### config.mk
export PLATFORM = sky130hd
export DESIGN_NAME = ipv4_prefix_host_filter_unit
export DESIGN_NICKNAME = d
export VERILOG_FILES = /design/src/hw/rtl/iphf_pkg.sv /design/src/hw/rtl/ipv4_prefix_host_filter_unit.sv /design/src/hw/rtl/iphf_ram.sv
export SDC_FILE = /design/constraint.sdc
export NUM_CORES = 1
export LEC_CHECK = 0
export BUFFER_PORTS_ARGS = -buffer_cell sky130_fd_sc_hd__clkbuf_2
export CORE_MARGIN = 3
export CORE_UTILIZATION = 44
export DETAILED_ROUTE_END_ITERATION = 6
export PLACE_DENSITY_LB_ADDON = 0.08
export SLEW_MARGIN = 20
export SYNTH_ARGS = -nofsm -noshare
export SYNTH_HDL_FRONTEND = slang
export SYNTH_SLANG_ARGS = --single-unit
### constraint.sdc
create_clock -name clk -period 9.1 [get_ports clk]
set_input_delay 0.455 -clock clk [delete_from_list [all_inputs] [get_ports clk]]
set_output_delay 0.455 -clock clk [all_outputs]
set_load 0.005 [all_outputs]
### src/hw/rtl/iphf_pkg.sv
// ----------------------------------------------------------------------------
// iphf_pkg
// Shared types and constants for the IPv4 prefix host filter.
// ----------------------------------------------------------------------------
package iphf_pkg;

  localparam int MaxHosts = 16;
  localparam int CountW   = $clog2(MaxHosts + 1);
  localparam int IdxW     = (MaxHosts > 1) ? $clog2(MaxHosts) : 1;
  localparam int AddrBits = 32;
  localparam int PrefixW  = 6;
  localparam int EntryW   = AddrBits + PrefixW;

  localparam logic [AddrBits-1:0] LoopbackAddr = 32'h7F00_0001;
  localparam logic [AddrBits-1:0] FullMask     = 32'hFFFF_FFFF;

  localparam logic OpAdd   = 1'b0;
  localparam logic OpCheck = 1'b1;

  typedef struct packed {
    logic                op;
    logic [AddrBits-1:0] address;
    logic [PrefixW-1:0]  prefix_len;
  } req_t;

  typedef struct packed {
    logic       accepted;
    logic       loopback_only;
    logic [4:0] entry_count;
    logic       add_dropped;
  } rsp_t;

  typedef enum logic [1:0] {
    ST_IDLE = 2'b01,
    ST_SCAN = 2'b10
  } state_t;

  function automatic logic [AddrBits-1:0] prefix_mask(input logic [PrefixW-1:0] p);
    logic [AddrBits-1:0] m;
    if (p == '0) begin
      m = '0;
    end else if (p >= PrefixW'(AddrBits)) begin
      m = FullMask;
    end else begin
      m = FullMask << (PrefixW'(AddrBits) - p);
    end
    return m;
  endfunction

endpackage

### src/hw/rtl/ipv4_prefix_host_filter_unit.sv
// ----------------------------------------------------------------------------
// ipv4_prefix_host_filter_unit
// Allowed-host table with prefix match, entries held in one RAM.
// ----------------------------------------------------------------------------
// an add is answered on done in the cycle after it is taken, and so is a check
// on an empty table; an add can be taken every cycle while not busy; a check
//   holds busy as the RAM read port steps through stored entries, one per cycle
// reset: count and loopback status cleared; table contents undefined until added
// results are shown for one cycle on done; the receiver cannot stall
module ipv4_prefix_host_filter_unit (
  input  logic          clk,
  input  logic          rst,
  input  logic          start,
  input  iphf_pkg::req_t request,
  output logic          busy,
  output logic          done,
  output iphf_pkg::rsp_t result
);

  iphf_pkg::state_t               state, state_next;
  logic [iphf_pkg::CountW-1:0]    count, count_next;
  logic                           non_loop, non_loop_next;
  logic [iphf_pkg::CountW-1:0]    scan_idx, scan_idx_next;
  logic                           pend, pend_next;
  logic                           hit, hit_next;
  logic [iphf_pkg::AddrBits-1:0]  check_addr;
  logic                           done_next;
  iphf_pkg::rsp_t                 result_next;

  logic                           accept;
  logic                           full;
  logic                           we;
  logic [iphf_pkg::EntryW-1:0]    rdata;
  logic [iphf_pkg::AddrBits-1:0]  ent_addr;
  logic [iphf_pkg::PrefixW-1:0]   ent_prefix;
  logic [iphf_pkg::AddrBits-1:0]  mask;
  logic                           match;

  assign busy   = (state != iphf_pkg::ST_IDLE);
  assign accept = start && !busy;
  assign full   = (count >= iphf_pkg::CountW'(iphf_pkg::MaxHosts));
  assign we     = accept && (request.op == iphf_pkg::OpAdd) && !full;

  assign {ent_addr, ent_prefix} = rdata;
  assign mask  = iphf_pkg::prefix_mask(ent_prefix);
  assign match = ((check_addr & mask) == (ent_addr & mask));

  iphf_ram #(
    .Width(iphf_pkg::EntryW),
    .Depth(iphf_pkg::MaxHosts)
  ) u_table (
    .clk  (clk),
    .we   (we),
    .waddr(count[iphf_pkg::IdxW-1:0]),
    .wdata({request.address, request.prefix_len}),
    .raddr(scan_idx[iphf_pkg::IdxW-1:0]),
    .rdata(rdata)
  );

  always_comb begin
    state_next    = state;
    count_next    = count;
    non_loop_next = non_loop;
    scan_idx_next = scan_idx;
    pend_next     = pend;
    hit_next      = hit;
    done_next     = 1'b0;
    result_next   = result;
    unique case (state)
      iphf_pkg::ST_IDLE: begin
        if (accept) begin
          if (request.op == iphf_pkg::OpAdd) begin
            if (!full) begin
              count_next = count + 1'b1;
              if (request.address != iphf_pkg::LoopbackAddr) begin
                non_loop_next = 1'b1;
              end
            end
            done_next                 = 1'b1;
            result_next.accepted      = 1'b0;
            result_next.loopback_only = !non_loop_next;
            result_next.entry_count   = 5'(count_next);
            result_next.add_dropped   = full;
          end else if (count == '0) begin
            done_next                 = 1'b1;
            result_next.accepted      = 1'b0;
            result_next.loopback_only = !non_loop;
            result_next.entry_count   = 5'(count);
            result_next.add_dropped   = 1'b0;
          end else begin
            state_next    = iphf_pkg::ST_SCAN;
            scan_idx_next = '0;
            pend_next     = 1'b0;
            hit_next      = 1'b0;
          end
        end
      end
      iphf_pkg::ST_SCAN: begin
        if (pend) begin
          hit_next = hit || match;
        end
        if (scan_idx < count) begin
          scan_idx_next = scan_idx + 1'b1;
          pend_next     = 1'b1;
        end else begin
          pend_next                 = 1'b0;
          state_next                = iphf_pkg::ST_IDLE;
          done_next                 = 1'b1;
          result_next.accepted      = hit_next;
          result_next.loopback_only = !non_loop;
          result_next.entry_count   = 5'(count);
          result_next.add_dropped   = 1'b0;
        end
      end
      default: begin
        state_next = iphf_pkg::ST_IDLE;
      end
    endcase
  end

  always_ff @(posedge clk) begin
    if (rst) begin
      state    <= iphf_pkg::ST_IDLE;
      count    <= '0;
      non_loop <= 1'b0;
      pend     <= 1'b0;
      done     <= 1'b0;
    end else begin
      state    <= state_next;
      count    <= count_next;
      non_loop <= non_loop_next;
      pend     <= pend_next;
      done     <= done_next;
    end
    scan_idx <= scan_idx_next;
    hit      <= hit_next;
    result   <= result_next;
    if (accept) begin
      check_addr <= request.address;
    end
  end

endmodule

### src/hw/rtl/iphf_ram.sv
// ----------------------------------------------------------------------------
// iphf_ram
// Generic simple dual-port RAM, one write port and one registered read port.
// ----------------------------------------------------------------------------
module iphf_ram #(
  parameter int Width = 8,
  parameter int Depth = 16,
  parameter int AddrW = (Depth > 1) ? $clog2(Depth) : 1
) (
  input  logic             clk,
  input  logic             we,
  input  logic [AddrW-1:0] waddr,
  input  logic [Width-1:0] wdata,
  input  logic [AddrW-1:0] raddr,
  output logic [Width-1:0] rdata
);

  logic [Width-1:0] mem [Depth];

  always_ff @(posedge clk) begin
    if (we) begin
      mem[waddr] <= wdata;
    end
    rdata <= mem[raddr];
  end

endmodule
---- Word-level counts from Yosys, hierarchy flattened ----
Memory sizes are Yosys's and may differ from the RTL's. A register that Yosys moved wholly into a read port is not among the register bits.
Index checks and enable logic that the tools add are counted.
word-level totals
  register bits ........................... 56
  RAM bits ................................ 608
  output and inout bits ................... 10
  logic and storage cells ................. 87
  memories ................................ 1
memories
  memory       words  bits a word  read ports  clocked after memory_dff  write ports  RTL line        RTL
  u_table.mem  16     38           1           1                         1            iphf_ram.sv:18  logic [Width-1:0] mem [Depth];
operators by class
  add/subtract/negate cells ............... 3
  magnitude comparators ................... 3
  equal/unequal tests ..................... 11
  shifts and indexed selects .............. 1
  multiplexer cells ....................... 37
  bitwise gates (word level) .............. 3
  reduce and logical (&&, ||, !) cells .... 16
operators with widths
  operator                                                  count
  AND 32 bit                                                2
  2-to-1 mux 32 bit                                         2
  == test 32 bit                                            1
  2-to-1 mux 8 bit                                          4
  != test 32 x 31 -> 1 bit, second input constant           1
  << shifter 32 x 6 -> 32 bit, first input constant         1
  2-to-1 mux 5 bit                                          5
  2-to-1 mux 1 bit                                          16
  case mux 8 bit (2 select lines)                           1
  AND reduction 4 bit                                       3
  adder 5 x 1 -> 5 bit, second input constant               2
  != test 2 bit, second input constant                      5
  case mux 5 bit (2 select lines)                           1
  2-to-1 mux 2 bit                                          4
  greater-or-equal comparator 6 bit, second input constant  1
  logical NOT 6 bit                                         1
  case mux 1 bit (2 select lines)                           3
  subtractor 6 bit, first input constant                    1
  greater-or-equal comparator 5 bit, second input constant  1
  logical NOT 5 bit                                         1
  < comparator 5 bit                                        1
  AND reduction 5 bit                                       1
  logical NOT 1 bit                                         4
  case mux 2 bit (2 select lines)                           1
  other kinds (9)                                           11

---- Logic depth before layout (Yosys ltp) ----
Gate-level depths: netlist of the first run.
  depth in word-level cells ............... 10
  gate-level depth with buffers ........... 10
  mapped depth without buffers ............ 9

---- By module ----
From an unflattened synthesis of the first run, not the netlist that was laid out.
unflattened totals
  cell total of the unflattened synthesis .. 1284
  area, all modules ....................... 26736.9 um^2
modules (own cells, without submodules)
  module                        instances  cells an instance  area each (um^2)  sequential area each (um^2)
  iphf_ram                      1          989                23570.1           19018.2
  ipv4_prefix_host_filter_unit  1          295                3166.8            1581.5

---- Least setup slack after synthesis of the first run ----
OpenSTA, ideal clock, no wires.
  path type ............................... register to register
  start point ............................. register count[0] in the netlist's numbering
  end point ............................... memory u_table.mem[0][0] in the netlist's numbering (enable)
  library setup time ...................... 0.480 ns
  data arrival time ....................... 3.455 ns
  setup slack ............................. 5.164 ns
  cell stages (with the launch flop) ...... 5
  period minus slack after synthesis ...... 3.936 ns
  cells stage by stage .................... dfxtp_1 inv_1 ha_1 nand4_1 nor3_1
between the ends
  cells in the longest elaborated chain, start to end .. 5
ends and longest elaborated chain
  item                                    RTL line                             RTL
  start, declared                         ipv4_prefix_host_filter_unit.sv:21   logic [iphf_pkg::CountW-1:0] count, count_next;
  start signal, assigned                  ipv4_prefix_host_filter_unit.sv:130  count <= count_next;
  greater-or-equal comparator 5 bit       ipv4_prefix_host_filter_unit.sv:41   assign full = (count >= iphf_pkg::CountW'(iphf_pkg::MaxHosts));
  logical NOT 1 bit                       -
  logical AND 1 bit                       ipv4_prefix_host_filter_unit.sv:42   assign we = accept && (request.op == iphf_pkg::OpAdd) && !full;
  2-to-1 mux 1 bit                        iphf_ram.sv:21                       if (we) begin
  2-to-1 mux 1 bit (not written as such)  iphf_ram.sv:22                       mem[waddr] <= wdata;
  end, declared                           iphf_ram.sv:18
Parallel ways exist; a longest one is shown, timed or not.

---- Worst setup path in the final report of the first run ----
  start point ............................. register u_table.rdata[1], read port of u_table.mem
  end point ............................... register result[7] in the netlist's numbering (data pin)
between the ends
  cells in the longest elaborated chain, start to end .. 10
ends and longest elaborated chain
  item                                 RTL line                             RTL
  start, declared                      iphf_ram.sv:15                       output logic [Width-1:0] rdata
  subtractor 6 bit                     iphf_pkg.sv:45                       m = FullMask << (PrefixW'(AddrBits) - p);
  << shifter 32 x 6 -> 32 bit          iphf_pkg.sv:45
  2-to-1 mux 32 bit                    iphf_pkg.sv:42                       end else if (p >= PrefixW'(AddrBits)) begin
  2-to-1 mux 32 bit (*)                iphf_pkg.sv:40                       if (p == '0) begin
  AND 32 bit                           ipv4_prefix_host_filter_unit.sv:46   assign match = ((check_addr & mask) == (ent_addr & mask));
  == test 32 bit (*)                   ipv4_prefix_host_filter_unit.sv:46
  logical OR 1 bit (*)                 ipv4_prefix_host_filter_unit.sv:100  hit_next = hit || match;
  2-to-1 mux 1 bit (*)                 ipv4_prefix_host_filter_unit.sv:99   if (pend) begin
  2-to-1 mux 8 bit (*)                 ipv4_prefix_host_filter_unit.sv:102  if (scan_idx < count) begin
  case mux 8 bit (2 select lines) (*)  ipv4_prefix_host_filter_unit.sv:69   unique case (state)
  end signal, assigned                 ipv4_prefix_host_filter_unit.sv:137  result <= result_next;
  end, declared                        ipv4_prefix_host_filter_unit.sv:17   output iphf_pkg::rsp_t result
Every way passes the cells marked *; elsewhere a longest branch is shown, timed or not. The select of a mux whose other input is x is not followed.
A chain may end at the register's enable or synchronous reset.

==> out/metrics.yaml, run 1 <==
finish:
  layout-drive-gt1-share: 0.293
  antennaDiodeCount: 0
  layout-area-overhead-vs-synth_pct: 13.2
  final_net_count: 1342
  fin_cells: 2118
placed_design:
  dp_hpwl_mm: 28.9
  gp_congestion: 0.800
  dp_cells: 1981
  io_buffers: 51
  dp_slack_ns: 5.74
synthesis:
  yosysWarnings: 0
  synthArstFlopShare: 0
  ys_seq_area_frac: 0.769
  synth_fp_nets: 1245
  post_synth_num_cell_types: 62
  yosys_register_bits: 702
  synth_top_flop_cell: "edfxtp_1"
  synth_edf_count: 654
  yosysTopAreaCellShare: 0.733
  synth.area.top_cells: "edfxtp_1, mux4_2, dfxtp_1, xnor2_1, ha_1"
  netlist_instances: 1188
  syn_avg_cell_area_um2: 22.6
  yosysTopAreaCell: "edfxtp_1"
  syn_area_um2: 26800
run_status:
  outcome: "completed"
pwr:
  p_leak_nw: 9.62
  power_mw: 8.82
  vdd_drop_max_uv: 232
  combPwrFrac: 0.230
  pwr-share-seq: 0.442
  p_per_area_nw_per_um2: 291
  switching_share: 0.274
  p_int_mw: 6.41
  p_switching_mw: 2.42
  p_clk_frac: 0.327
critical_path:
  endpoint_kind: "register"
  crit_slowest_cell: "o41ai_2"
  cp_max_fo: 9
  crit_path_start_kind: "register"
  arrival_ns: 3.64
  cp.required_ns: 9.44
  cpPeakStageDelay_ns: 0.56
  crit_chain: "inv_1, ha_1, or3b_1, xnor2_1, nor2_2, and4b_1, a211oi_1, a22oi_1, o41ai_2"
  path_class: "reg2reg"
clock_network:
  cts_resized: 0
  clockBufferDepth: 3
  worstSkewPairLatency_ns: 0.62
  cts_setup_buffers: 0
  postCtsHoldBufs: 0
  cts.sinks: 702
  cts_max_level: 3
  cts-root-buf: "clkbuf_16"
  numCtsBuffers: 75
  cts_tree: "done"
  cts.clk_slew.worst_paths_ns: 0.06
floorplanning:
  initial_utilization: 0.449
  die-area_um2: 63900
  ios: 52
  rows: 89
  die_w_um: 253
  core_area_um2: 59700
  dieHeight_um: 253
global_routing:
  grt-ovfl-total: 0
  grt_pass1_wl_mm: 89.9
  grt_pass1_vias: 12932
  grt.total_usage: 0.199
  grt_max_degree: 155
  antenna_found_initial: 0
routing:
  ant_nets: 0
  dr.pass1.iters: 5
  detail_route.drc_violations: 0
  vias: 12144
  routed_wl_mm: 61.5
  vias_per_cell: 5.73
  drtIter0Drc: 1013
  wire_per_inst_um: 29.0
sta:
  fin_crit_sh: 0.363
  fin_ws_ns: 5.80
  period_needed_ns: 3.30
  hold_viol: 0
  tightestPinTransition_ns: 1.01
  skew_ns: 0.0199
  relSlewSlack: 0.326
  fmax_ghz: 0.303
  setup_viol: 0
  finalSetupTns_ns: 0
  rsz0062_at_grt: "no"
  drv_slew: 0
  hold-worst-slack_ns: 0.198
hold_path:
  min_path_type: "in2reg"
job:
  maxCapViolCount: 0
## routing by layer
metal  track usage  vias up  wire, um
met5             0        -         0
met4        0.0512        0      1090
met3        0.0361       84      2650
met2         0.329      300     31000
met1         0.275     6558     26800
li1              -     5202         -
## state kept, by name, summed over array words and instances, names as in the netlist
name           count
result             8
count              5
scan_idx           5
u_table.mem      608
pend               1
u_table.rdata     38
non_loop           1
done               1
check_addr        32
state              2
hit                1
## critical path, delay by kind of cell, from the launching register on
family / cells / cell delay [ns]
compound gates: 3 / 0.93
simple gates: 3 / 0.93
fa+ha+maj: 1 / 0.47
flops: 1 / 0.36
xor+xnor: 1 / 0.19
buf+inv: 1 / 0.13
## power by group through the flow
stage                     sequential (mW)  combinational [mW]  clock [mW]
after CTS                            3.91                2.08        2.97
final                                3.90                2.03        2.89
after global placement               3.97                2.05           0
after floorplan                      3.89                1.56           0
after detailed placement             3.97                2.07           0
after global routing                 3.92                2.20        3.09
## metrics by stage
| step | area, um^2 | utilization |
|---|---|---|
| floorplan | 26800 | - |
| global placement | 28000 | 0.469 |
| detailed placement | 28000 | 0.469 |
| CTS | 30300 | 0.508 |
| global route | 30300 | 0.508 |
| finish | 30300 | 0.508 |
## cells in the final DEF, fill, tap and decap left out, drive strengths merged, types with 4 or more instances in the layout
master / instances
ha: 15
dfxtp: 48
mux4: 190
nand3: 8
a21oi: 14
buf: 22
clkbuf: 156
nand4: 7
o21ai: 11
xnor2: 29
nor4: 8
inv: 19
and2: 15
nor3: 13
edfxtp: 654
xor2: 16
nand2: 22
o31ai: 4
nor2: 17
and3: 4
clkinv: 26
## cell type report
class | count | area, um^2
clock inverters | 32 | 231
multi-input cells | 417 | 5920
repair buffers | 73 | 445
fillers | 4680 | 29400
clock buffers | 105 | 2100
inverters | 16 | 60.1
flip-flops and latches | 702 | 20600
well taps | 773 | 967
## Yosys cell counts (all sizes together) (4+ instances only)
| cell | number |
|---|---|
| xor2 | 16 |
| nand4 | 7 |
| xnor2 | 29 |
| buf | 29 |
| edfxtp | 654 |
| nor4 | 8 |
| and3 | 4 |
| nor2 | 17 |
| o31ai | 4 |
| and2 | 15 |
| inv | 16 |
| nand3 | 8 |
| ha | 15 |
| mux4 | 190 |
| nand2 | 22 |
| a21oi | 14 |
| o21ai | 11 |
| dfxtp | 48 |
| nor3 | 13 |
| clkbuf | 24 |
## final timing paths
kind                                                from                       to  slack, ns  depth (start not counted)
worst min-delay path                                 rst    count[1]$_SDFFE_PP0P_       0.20                          2
worst max register to register  u_table.rdata[1]$_DFF_P_  result[7]$_SDFFCE_PN0P_       5.80                          9
worst max-delay path            u_table.rdata[1]$_DFF_P_  result[7]$_SDFFCE_PN0P_       5.80                          9
worst min register to register     non_loop$_SDFFE_PP0P_    non_loop$_SDFFE_PP0P_       0.48                          2
## cell families (layout without fill, tap and decap cells)
kind of cell             Yosys count  count (layout)  synth area share
AO/OA/AOI/OAI                     56              56            0.0145
XOR/XNOR                          45              45            0.0150
adder cells (fa/ha/maj)           15              15           0.00700
buffers and inverters             69             226            0.0115
flip-flops                       702             702             0.769
multiplexers                     191             191             0.160
AND/OR/NAND/NOR                  110             110            0.0233
No activity file was read; power rests on OpenSTA's default activity.
==> run 2, diff against run 1 <==
- clock period: 9.1 -> 2.7 ns (I/O delays scaled with it)
==> out/metrics.yaml, run 2 (synthesis results as in run 1) <==
hold_path:
  min_path_type: "in2reg"
sta:
  tightestPinTransition_ns: 0.774
  fin_crit_sh: 0.931
  finalSetupTns_ns: 0
  skew_ns: 0.0139
  drv_slew: 0
  hold_viol: 0
  hold-worst-slack_ns: 0.0289
  fmax_ghz: 0.398
  setup_viol: 0
  relSlewSlack: 0.483
  period_needed_ns: 2.51
routing:
  wire_per_inst_um: 27.5
  detail_route.drc_violations: 0
  vias_per_cell: 5.61
  ant_nets: 0
  drtIter0Drc: 1029
  dr.pass1.iters: 7
  routed_wl_mm: 60.0
  vias: 12251
clock_network:
  cts_tree: "done"
  numCtsBuffers: 74
  cts.sinks: 702
  cts.clk_slew.worst_paths_ns: 0.06
  cts-root-buf: "clkbuf_16"
  clockBufferDepth: 3
  cts_max_level: 3
  worstSkewPairLatency_ns: 0.60
critical_path:
  crit_path_start_kind: "register"
  endpoint_kind: "register"
  cp_max_fo: 8
  path_class: "reg2reg"
  cp.required_ns: 3.09
  arrival_ns: 2.91
finish:
  final_common_cell: "edfxtp_1"
  final_net_count: 1410
  antennaDiodeCount: 0
  regMostFlops: "u_table.mem"
  largestRegisters: "u_table.mem x608, u_table.rdata x38, check_addr x32"
  layout-area-overhead-vs-synth_pct: 17.3
  layout_common_cells: "edfxtp_1, mux4_2, clkbuf_16, clkbuf_2, dfxtp_1"
  layout-drive-gt1-share: 0.312
  fin_cells: 2185
  design_area_um2: 31400
  largest_reg_flops: 608
global_routing:
  grt_max_degree: 53
  met1_usage: 0.277
  grt_pass1_vias: 12875
  antenna_found_initial: 1
  groute.layer.met2.usage: 0.313
  grt.total_usage: 0.193
  use_met3: 0.0337
  grt-ovfl-total: 0
  top_usage_layer: "met2"
  grt_pass1_wl_mm: 88.8
pwr:
  p_per_area_nw_per_um2: 981
  vdd_drop_max_uv: 596
  p_leak_nw: 10.1
floorplanning:
  initial_utilization: 0.449
  rows: 89
  die-area_um2: 63900
  ios: 52
  core_area_um2: 59700
  dieHeight_um: 253
  die_w_um: 253
placed_design:
  io_buffers: 51
  gp_congestion: 0.803
  dpl-instance-area_um2: 28600
  dp_hpwl_mm: 33.2
  dp_cells: 2018
run_status:
  outcome: "completed"
job:
  maxCapViolCount: 0
run 2: cell types whose count changed in the layout (fill, tap and decap cells not counted), moves of 2 or more:
cell           change
buf_12            +29
dlygate4sd3_1     +29
buf_4             +11
clkbuf_1           -6
bufinv_16          +4
clkbuf_8           +4
clkinv_8           -2
run 2: routing by layer:
| metal | vias up | share of wire |
|---|---|---|
| met1 | 6552 | 0.45 |
| li1 | 5324 | - |
| met2 | 277 | 0.49 |
| met4 | 2 | 0.022 |
| met3 | 96 | 0.041 |
| met5 | - | 0.00022 |
run 2: critical path, stage by stage (launching register included):
cell and delay (ns):
dfxtp_2 0.37, inv_1 0.07, ha_1 0.21, buf_4 0.19, xnor2_4 0.26, buf_4 0.16
a21oi_1 0.07, o32ai_1 0.26, nor3b_1 0.25, nand4_1 0.16, o41ai_2 0.33
run 2: where the power goes:
group | internal (mW) | leakage, nW | switching (mW)
Sequential | 12.7 | 6.32 | 0.447
Clock | 6.09 | 1.20 | 4.03
Combinational | 3.76 | 2.58 | 3.84
Total | 22.5 | 10.1 | 8.31
run 2: stage by stage:
stage                     power (mW)  worst slack (ns)  utilization
final                           30.8             0.187        0.526
after global routing            32.2           -0.0358        0.526
after CTS                       31.1             0.158        0.526
after detailed placement        20.9             0.170        0.480
after global placement          20.9             0.201        0.480
after floorplan                 18.4           0.00878            -
run 2: worst paths after layout:
check                      startpoint                            to  slack [ns]  depth (start not counted)
max          u_table.rdata[0]$_DFF_P_       result[7]$_SDFFCE_PN0P_        0.19                         10
min                       request[23]  u_table.mem[1][23]$_DFFE_PP_        0.03                          2
max reg2reg  u_table.rdata[0]$_DFF_P_       result[7]$_SDFFCE_PN0P_        0.19                         10
min reg2reg     non_loop$_SDFFE_PP0P_         non_loop$_SDFFE_PP0P_        0.46                          2
run 2: layout make-up:
| type | instances | area (um^2) |
|---|---|---|
| clock inverters | 32 | 307 |
| repair buffers | 142 | 1400 |
| fillers | 4652 | 28300 |
| flip-flops and latches | 702 | 20600 |
| well taps | 773 | 967 |
| inverters | 16 | 60.1 |
| clock buffers | 103 | 2130 |
| multi-input cells | 417 | 5960 |
run 2: timing repair:
action | CTS | global route
setup endpoints to repair | 0 | 2
hold endpoints to repair | 429 | 0
setup buffers | 0 | 3
resized for setup | 0 | 5
hold buffers | 29 | 0
